## src/design/gbn_pkg.sv

```systemverilog
// ----------------------------------------------------------------------------
// gbn_pkg
// Shared constants, codes and types of the go-back-N sender.
// ----------------------------------------------------------------------------
`default_nettype none

package gbn_pkg;

	// Widths of counters, registers and the resend total.
	localparam int CNT_W      = 16;
	localparam int SEQ_BITS   = 16;
	localparam int WIN_W      = 7;
	localparam int TOTAL_W    = 24;
	localparam int CFG_W      = 16;
	localparam int CFG_IDX_W  = 2;
	localparam int MAX_WINDOW = 64;

	// Register reset values.
	localparam logic [WIN_W-1:0] WINDOW_RST  = WIN_W'(4);
	localparam logic [CNT_W-1:0] TIMEOUT_RST = CNT_W'(1500);
	localparam logic [CNT_W-1:0] MSGCNT_RST  = CNT_W'(1000);

	localparam logic [CNT_W-1:0]   CNT_MAX   = {CNT_W{1'b1}};
	localparam logic [TOTAL_W-1:0] TOTAL_MAX = {TOTAL_W{1'b1}};

	// Stream widths: tdata padded to whole bytes.
	localparam int IN_DATA_W  = 16;
	localparam int IN_USER_W  = 2;
	localparam int OUT_BITS   = 1 + SEQ_BITS + 1 + 1 + 1 + TOTAL_W + 1;
	localparam int OUT_DATA_W = ((OUT_BITS + 7) / 8) * 8;

	// Event kinds.
	typedef enum logic [1:0] {
		OP_TICK  = 2'd0,
		OP_ACK   = 2'd1,
		OP_START = 2'd2,
		OP_NONE  = 2'd3
	} op_t;

	// Configuration register indexes.
	localparam logic [CFG_IDX_W-1:0] REG_WINDOW  = 2'd0;
	localparam logic [CFG_IDX_W-1:0] REG_TIMEOUT = 2'd1;
	localparam logic [CFG_IDX_W-1:0] REG_MSGCNT  = 2'd2;

	// One result of an event.
	typedef struct packed {
		logic                done_res;
		logic [TOTAL_W-1:0]  resent_total;
		logic                timed_out;
		logic                ack_taken;
		logic                is_resend;
		logic [SEQ_BITS-1:0] send_seq;
		logic                send_valid;
	} result_t;

endpackage

`default_nettype wire

```

## src/design/gbn_core.sv

```systemverilog
// ----------------------------------------------------------------------------
// gbn_core
// Configuration registers, window state and the combinational event update.
// ----------------------------------------------------------------------------
`default_nettype none

module gbn_core (
	input  wire logic                          clk,
	input  wire logic                          arst_n,
	input  wire logic                          cfg_we,
	input  wire logic [gbn_pkg::CFG_IDX_W-1:0] cfg_index,
	input  wire logic [gbn_pkg::CFG_W-1:0]     cfg_data,
	input  wire logic                          ev_valid,
	input  wire logic [1:0]                    ev_op,
	input  wire logic [gbn_pkg::CNT_W-1:0]     ev_ack_seq,
	output gbn_pkg::result_t                   ev_result
);
	import gbn_pkg::*;

	logic [WIN_W-1:0]   window_size_q;
	logic [CNT_W-1:0]   timeout_ticks_q;
	logic [CNT_W-1:0]   message_count_q;

	logic [CNT_W-1:0]   window_base_q, next_seq_q, highest_sent_q, wait_timer_q;
	logic [TOTAL_W-1:0] resend_count_q;
	logic               running_q;

	logic [CNT_W-1:0]   base_d, seq_d, high_d, timer_d;
	logic [TOTAL_W-1:0] resend_d;
	logic               running_d;

	logic [CNT_W-1:0]   outs0, outs1, seq1, seq2, timer1;
	logic [WIN_W-1:0]   eff_window;
	logic [TOTAL_W:0]   resend_sum;
	logic               send_ok, fire, ack_hit;
	op_t                op;

	assign op = op_t'(ev_op);

	// Window register clamped to 1..MAX_WINDOW.
	always_comb begin
		if (window_size_q == '0)
			eff_window = WIN_W'(1);
		else if (window_size_q > WIN_W'(MAX_WINDOW))
			eff_window = WIN_W'(MAX_WINDOW);
		else
			eff_window = window_size_q;
	end

	// Outstanding count before and after a possible rewind.
	assign outs0 = (next_seq_q > window_base_q) ? (next_seq_q - window_base_q) : '0;
	assign timer1 = (wait_timer_q < CNT_MAX) ? (wait_timer_q + CNT_W'(1)) : wait_timer_q;
	assign fire = (outs0 != '0) && (timer1 > timeout_ticks_q);
	assign seq1 = fire ? window_base_q : next_seq_q;
	assign outs1 = (seq1 > window_base_q) ? (seq1 - window_base_q) : '0;
	assign seq2 = seq1 + CNT_W'(1);
	assign send_ok = (outs1 < CNT_W'(eff_window)) && (seq1 < message_count_q);
	assign resend_sum = {1'b0, resend_count_q} + (TOTAL_W + 1)'(outs0);
	assign ack_hit = (outs0 != '0) &&
		(ev_ack_seq[SEQ_BITS-1:0] == window_base_q[SEQ_BITS-1:0]);

	// Next state and result of the event.
	always_comb begin
		base_d    = window_base_q;
		seq_d     = next_seq_q;
		high_d    = highest_sent_q;
		timer_d   = wait_timer_q;
		resend_d  = resend_count_q;
		running_d = running_q;
		ev_result = '0;
		unique case (op)
			OP_START: begin
				base_d    = '0;
				seq_d     = '0;
				high_d    = '0;
				timer_d   = '0;
				resend_d  = '0;
				running_d = 1'b1;
			end
			OP_ACK: begin
				if (running_q && ack_hit) begin
					base_d = window_base_q + CNT_W'(1);
					timer_d = '0;
					ev_result.ack_taken = 1'b1;
				end
			end
			OP_TICK: begin
				if (running_q) begin
					if (outs0 != '0)
						timer_d = timer1;
					if (fire) begin
						resend_d = resend_sum[TOTAL_W] ? TOTAL_MAX : resend_sum[TOTAL_W-1:0];
						seq_d = seq1;
						timer_d = '0;
						ev_result.timed_out = 1'b1;
					end
					if (send_ok) begin
						ev_result.send_valid = 1'b1;
						ev_result.send_seq   = seq1[SEQ_BITS-1:0];
						ev_result.is_resend  = seq1 < highest_sent_q;
						if (outs1 == '0)
							timer_d = '0;
						seq_d = seq2;
						if (seq2 > highest_sent_q)
							high_d = seq2;
					end
				end
			end
			default: begin
			end
		endcase
		ev_result.resent_total = resend_d;
		ev_result.done_res = running_d && (base_d >= message_count_q);
	end

	// Configuration registers.
	always_ff @(posedge clk or negedge arst_n) begin
		if (!arst_n) begin
			window_size_q   <= WINDOW_RST;
			timeout_ticks_q <= TIMEOUT_RST;
			message_count_q <= MSGCNT_RST;
		end else if (cfg_we) begin
			if (cfg_index == REG_WINDOW)
				window_size_q <= cfg_data[WIN_W-1:0];
			else if (cfg_index == REG_TIMEOUT)
				timeout_ticks_q <= cfg_data[CNT_W-1:0];
			else if (cfg_index == REG_MSGCNT)
				message_count_q <= cfg_data[CNT_W-1:0];
		end
	end

	// Window state, updated once per accepted event.
	always_ff @(posedge clk or negedge arst_n) begin
		if (!arst_n) begin
			window_base_q  <= '0;
			next_seq_q     <= '0;
			highest_sent_q <= '0;
			wait_timer_q   <= '0;
			resend_count_q <= '0;
			running_q      <= 1'b0;
		end else if (ev_valid) begin
			window_base_q  <= base_d;
			next_seq_q     <= seq_d;
			highest_sent_q <= high_d;
			wait_timer_q   <= timer_d;
			resend_count_q <= resend_d;
			running_q      <= running_d;
		end
	end

endmodule

`default_nettype wire

```

## src/design/go_back_n_sender_top.sv

```systemverilog
// ----------------------------------------------------------------------------
// go_back_n_sender_top
// Go-back-N sliding-window sender: one result for every input event.
// ----------------------------------------------------------------------------
// Each event (tick, ack, start or none, selected by s_axis_tuser) is handled in the
// cycle it is accepted and gives exactly one result, which the output register holds
// from the next cycle on. One event per clock is sustained as long as the result
// side takes a transfer every cycle; the output register is the only stage.
// Configuration writes through cfg_we/cfg_index/cfg_data take effect on the
// next event and are meant to be made while no event is in flight.
`default_nettype none

module go_back_n_sender_top (
	input  wire logic                           clk,
	input  wire logic                           arst_n,
	input  wire logic                           cfg_we,
	input  wire logic [gbn_pkg::CFG_IDX_W-1:0]  cfg_index,
	input  wire logic [gbn_pkg::CFG_W-1:0]      cfg_data,
	input  wire logic                           s_axis_tvalid,
	output logic                                s_axis_tready,
	// ack_seq[15:0]
	input  wire logic [gbn_pkg::IN_DATA_W-1:0]  s_axis_tdata,
	// op[1:0]
	input  wire logic [gbn_pkg::IN_USER_W-1:0]  s_axis_tuser,
	output logic                                m_axis_tvalid,
	input  wire logic                           m_axis_tready,
	// send_valid[0], send_seq[16:1], is_resend[17], ack_taken[18],
	// timed_out[19], resent_total[43:20], done_res[44], zero[47:45]
	output logic [gbn_pkg::OUT_DATA_W-1:0]      m_axis_tdata
);
	import gbn_pkg::*;

	logic    accept;
	result_t result;
	logic    out_valid_q;
	result_t out_data_q;

	assign s_axis_tready = !out_valid_q || m_axis_tready;
	assign accept = s_axis_tvalid && s_axis_tready;

	gbn_core u_core (
		.clk        (clk),
		.arst_n     (arst_n),
		.cfg_we     (cfg_we),
		.cfg_index  (cfg_index),
		.cfg_data   (cfg_data),
		.ev_valid   (accept),
		.ev_op      (s_axis_tuser),
		.ev_ack_seq (s_axis_tdata[CNT_W-1:0]),
		.ev_result  (result)
	);

	// Output register holds the result until the transfer completes.
	always_ff @(posedge clk or negedge arst_n) begin
		if (!arst_n) begin
			out_valid_q <= 1'b0;
		end else if (s_axis_tready) begin
			out_valid_q <= accept;
		end
	end

	always_ff @(posedge clk) begin
		if (accept)
			out_data_q <= result;
	end

	assign m_axis_tvalid = out_valid_q;
	assign m_axis_tdata  = OUT_DATA_W'(out_data_q);

endmodule

`default_nettype wire

```

## config.mk

```make
export PLATFORM = sky130hd
export DESIGN_NAME = go_back_n_sender_top
export DESIGN_NICKNAME = d
export VERILOG_FILES = /design/src/design/gbn_pkg.sv /design/src/design/gbn_core.sv /design/src/design/go_back_n_sender_top.sv
export SDC_FILE = /design/constraint.sdc
export NUM_CORES = 1
export LEC_CHECK = 0
export ABC_AREA = 1
export BUFFER_PORTS_ARGS = -buffer_cell sky130_fd_sc_hd__buf_2
export CORE_UTILIZATION = 59
export DETAILED_ROUTE_END_ITERATION = 7
export HOLD_SLACK_MARGIN = 0.12
export PLACE_DENSITY_LB_ADDON = 0.15
export SLEW_MARGIN = 20
export SYNTH_ARGS = -nofsm -noshare
export SYNTH_HDL_FRONTEND = slang
export SYNTH_HIERARCHICAL = 1
export SYNTH_SLANG_ARGS = --single-unit
```

## constraint.sdc

```tcl
create_clock -name clk -period 9.3 [get_ports clk]
set_input_delay 0.465 -clock clk [delete_from_list [all_inputs] [get_ports clk]]
set_output_delay 0.465 -clock clk [all_outputs]
set_load 0.01 [all_outputs]
```

==> results.toml <==
[critical_path]
path_common_cell = "nand2_1"
path_class = "register to register"
critical_path.slowest_cell = "dfrtp_1"
worstPathArrival_ns = 8.48
cpPeakStageDelay_ns = 0.40
cp.required_ns = 9.57
critPathLaunchType = "register"
cp-end-kind = "register"
path_max_fanout = 42

[global_route]
use_met2 = 0.580
use_met1 = 0.462
top_usage_layer = "met2"
antenna_found_initial = 0
grt_usage = 0.352
grt_use_met3 = 0.0490
grt_max_degree = 73
grt_pass1_wl_um = 67400
grt_overflow_total = 0
grt_pass1_vias = 12953

[synthesis]
synth_area_leaders = "dfrtp_1 20%, nand2_1 14%, ha_1 12%"
ys_seq_area_frac = 0.320
async_flop_share = 0.741
ys_seq_elements = 174
synth_top_area_frac = 0.200
yosys_warnings = 6
ys_types = 63
synth-main-ff-cell = "dfrtp_1"
synth_area_sq_mm = 0.0144
synth_area_leader_cell = "dfrtp_1"
syn_area_per_cell_sq_um = 7.09
synthCells = 2027
synth-edff-count = 45

[route]
via_per_inst = 5.73
routed_wl_um = 42700
wl_per_cell_um = 17.5
drt_iter0_drc = 1199
antenna_left = 0
vias = 13966
first_pass_iters = 6
drc = 0

[cells_and_area]
final_common_cell = "nand2_1"
drive_gt1_frac = 0.105
syn_to_final_growth_pct = 9.87
final_cell_mix = "519 x nand2_1, 296 x inv_1, 184 x o21ai_0"
antennaDiodeCount = 0
fin_nets = 2290

[clocking]
ctsHtreeMaxLevel = 4
clock_latency_ns = 0.44
cts_tree = "yes"
cts-root-buf = "clkbuf_16"
clk_pin_slew_ns = 0.07
clockBufferDepth = 2
cts_made_buffers = 17
clock-sinks = 174

[sta]
fin_setup_tns_ns = 0
final-hold-violation-count = 0
slew_violations = 0
grt_setup_unrepaired = "false"
post-route-period-util = 0.883
skew_ns = 0.0194
max_freq_mhz = 122
setup_ws_ns = 1.09
setup-violations-final = 0
tightestPinTransition_ns = 0.962
slew-limit-headroom = 0.357
fin_crit_ns = 8.21

[floorplanning]
die_h_um = 158
io_pins = 91
initial_core_util = 0.607
dieArea_sq_mm = 0.0250
fp.dieW_um = 158
fp-row-count = 56
core_sq_mm = 0.0237

[outcome]
status = "complete, no violations"

[min_path]
hold_class = "input port to register"

[power]
powerDensity_mw_per_mm2 = 393
p_leak_uw = 0.00806
internal-power_uw = 2830
sequentialPowerShare = 0.170
p_comb_frac = 0.710
power.clock.fraction = 0.120
peakVddDrop_mv = 0.349
p_switching_uw = 3380
p_sw_frac = 0.544

[placement]
port_buffers = 87
dp_hpwl_um = 32800
place_ws_ns = 0.700
gp_congestion = 0.985

[run]
drv_cap = 0
## power by group through the flow
stage	Clock, uW	Combinational, uW	Sequential (uW)
finish	744	4410	1050
global route	781	4950	1070
CTS	754	4250	1050
detailed placement	0	4230	1060
global placement	0	4170	1060
floorplan	0	3300	1040
## layer usage
metal | vias up | part of all wire
met5 | - | 0
met4 | 0 | 0.042
met3 | 108 | 0.072
met2 | 581 | 0.45
met1 | 6452 | 0.43
li1 | 6825 | -
## cells in the mapped netlist (4+ instances only)
| cell type | count |
|---|---|
| a21oi_1 | 113 |
| a31oi_1 | 4 |
| and3_1 | 4 |
| buf_2 | 8 |
| buf_4 | 7 |
| clkbuf_1 | 29 |
| clkinv_1 | 6 |
| dfrtp_1 | 115 |
| dfstp_2 | 14 |
| edfxtp_1 | 45 |
| ha_1 | 140 |
| inv_1 | 296 |
| inv_2 | 16 |
| mux2i_1 | 4 |
| nand2_1 | 519 |
| nand2_2 | 11 |
| nand2_4 | 5 |
| nand3_1 | 80 |
| nand3b_1 | 6 |
| nand4_1 | 37 |
| nor2_1 | 156 |
| nor2_2 | 5 |
| nor2_4 | 6 |
| nor3_1 | 30 |
| nor3b_1 | 4 |
| nor4_1 | 15 |
| o2111ai_1 | 5 |
| o211ai_1 | 5 |
| o21a_1 | 10 |
| o21ai_0 | 184 |
| o21ai_1 | 30 |
| o21ai_2 | 11 |
| o221ai_1 | 4 |
| o22ai_1 | 8 |
| or2_2 | 6 |
| xnor2_1 | 16 |
| xor2_1 | 30 |
## stage by stage
step	hold slack [ns]	total power, uW	std cells	util	area (sq um)
after floorplan	0.169	4340	2029	-	14400
after global placement	0.468	5230	2403	0.638	15100
after detailed placement	0.476	5290	2403	0.638	15100
after CTS	0.259	6060	2436	0.664	15700
after global routing	0.276	6800	2438	0.667	15800
final	0.268	6210	2438	0.667	15800
## flip-flops by register name, indices dropped and copies added (netlist names)
signal,cells
m_axis_tdata,45
u_core/resend_count_q,24
u_core/highest_sent_q,16
u_core/message_count_q,16
u_core/next_seq_q,16
u_core/timeout_ticks_q,16
u_core/wait_timer_q,16
u_core/window_base_q,16
u_core/window_size_q,7
m_axis_tvalid,1
u_core/running_q,1
## worst max-delay path: cells and delay by family (launching register included)
kind	cells	cell delay, ns
AND/OR/NAND/NOR	28	4.16
buffers and inverters	10	1.06
adder cells (fa/ha/maj)	5	1.06
flip-flops	1	0.40
AO/OA/AOI/OAI	6	1.35
## timing repair
action / in CTS / in global routing
resized for setup: 0 / 5
endpoints found under the setup margin: 0 / 52
hold endpoints to repair: 56 / 0
setup buffers: 0 / 2
hold buffers: 1 / 0
## final cells by class
cell class | count | area (sq um)
Fill cell | 2155 | 7900
Timing Repair Buffer | 108 | 602
Multi-Input combinational cell | 1487 | 8390
Inverter | 318 | 1190
Clock inverter | 15 | 178
Clock buffer | 17 | 425
Tap cell | 319 | 399
Sequential cell | 174 | 4600
## cell families after synthesis
| kind of cell | share of synthesized area |
|---|---|
| AO/OA/AOI/OAI | 0.152 |
| XOR/XNOR | 0.0280 |
| adder cells (fa/ha/maj) | 0.126 |
| buffers and inverters | 0.100 |
| flip-flops | 0.320 |
| multiplexers | 0.00279 |
| other | 0.000261 |
| AND/OR/NAND/NOR | 0.271 |
## worst paths after layout
path	start	endpoint	cells past startpoint	slack, ns
setup / recovery	u_core/wait_timer_q[0]	m_axis_tdata[17]	49	1.09
hold / removal	s_axis_tvalid	m_axis_tvalid	3	0.27
setup reg to reg	u_core/wait_timer_q[0]	m_axis_tdata[17]	49	1.09
hold reg to reg	u_core/message_count_q[1]	u_core/message_count_q[1]	2	0.49
max in group asynchronous	arst_n	u_core/timeout_ticks_q[1]	3	7.33
min in group asynchronous	arst_n	m_axis_tvalid	2	0.60
(Power assumes the default switching activity.)
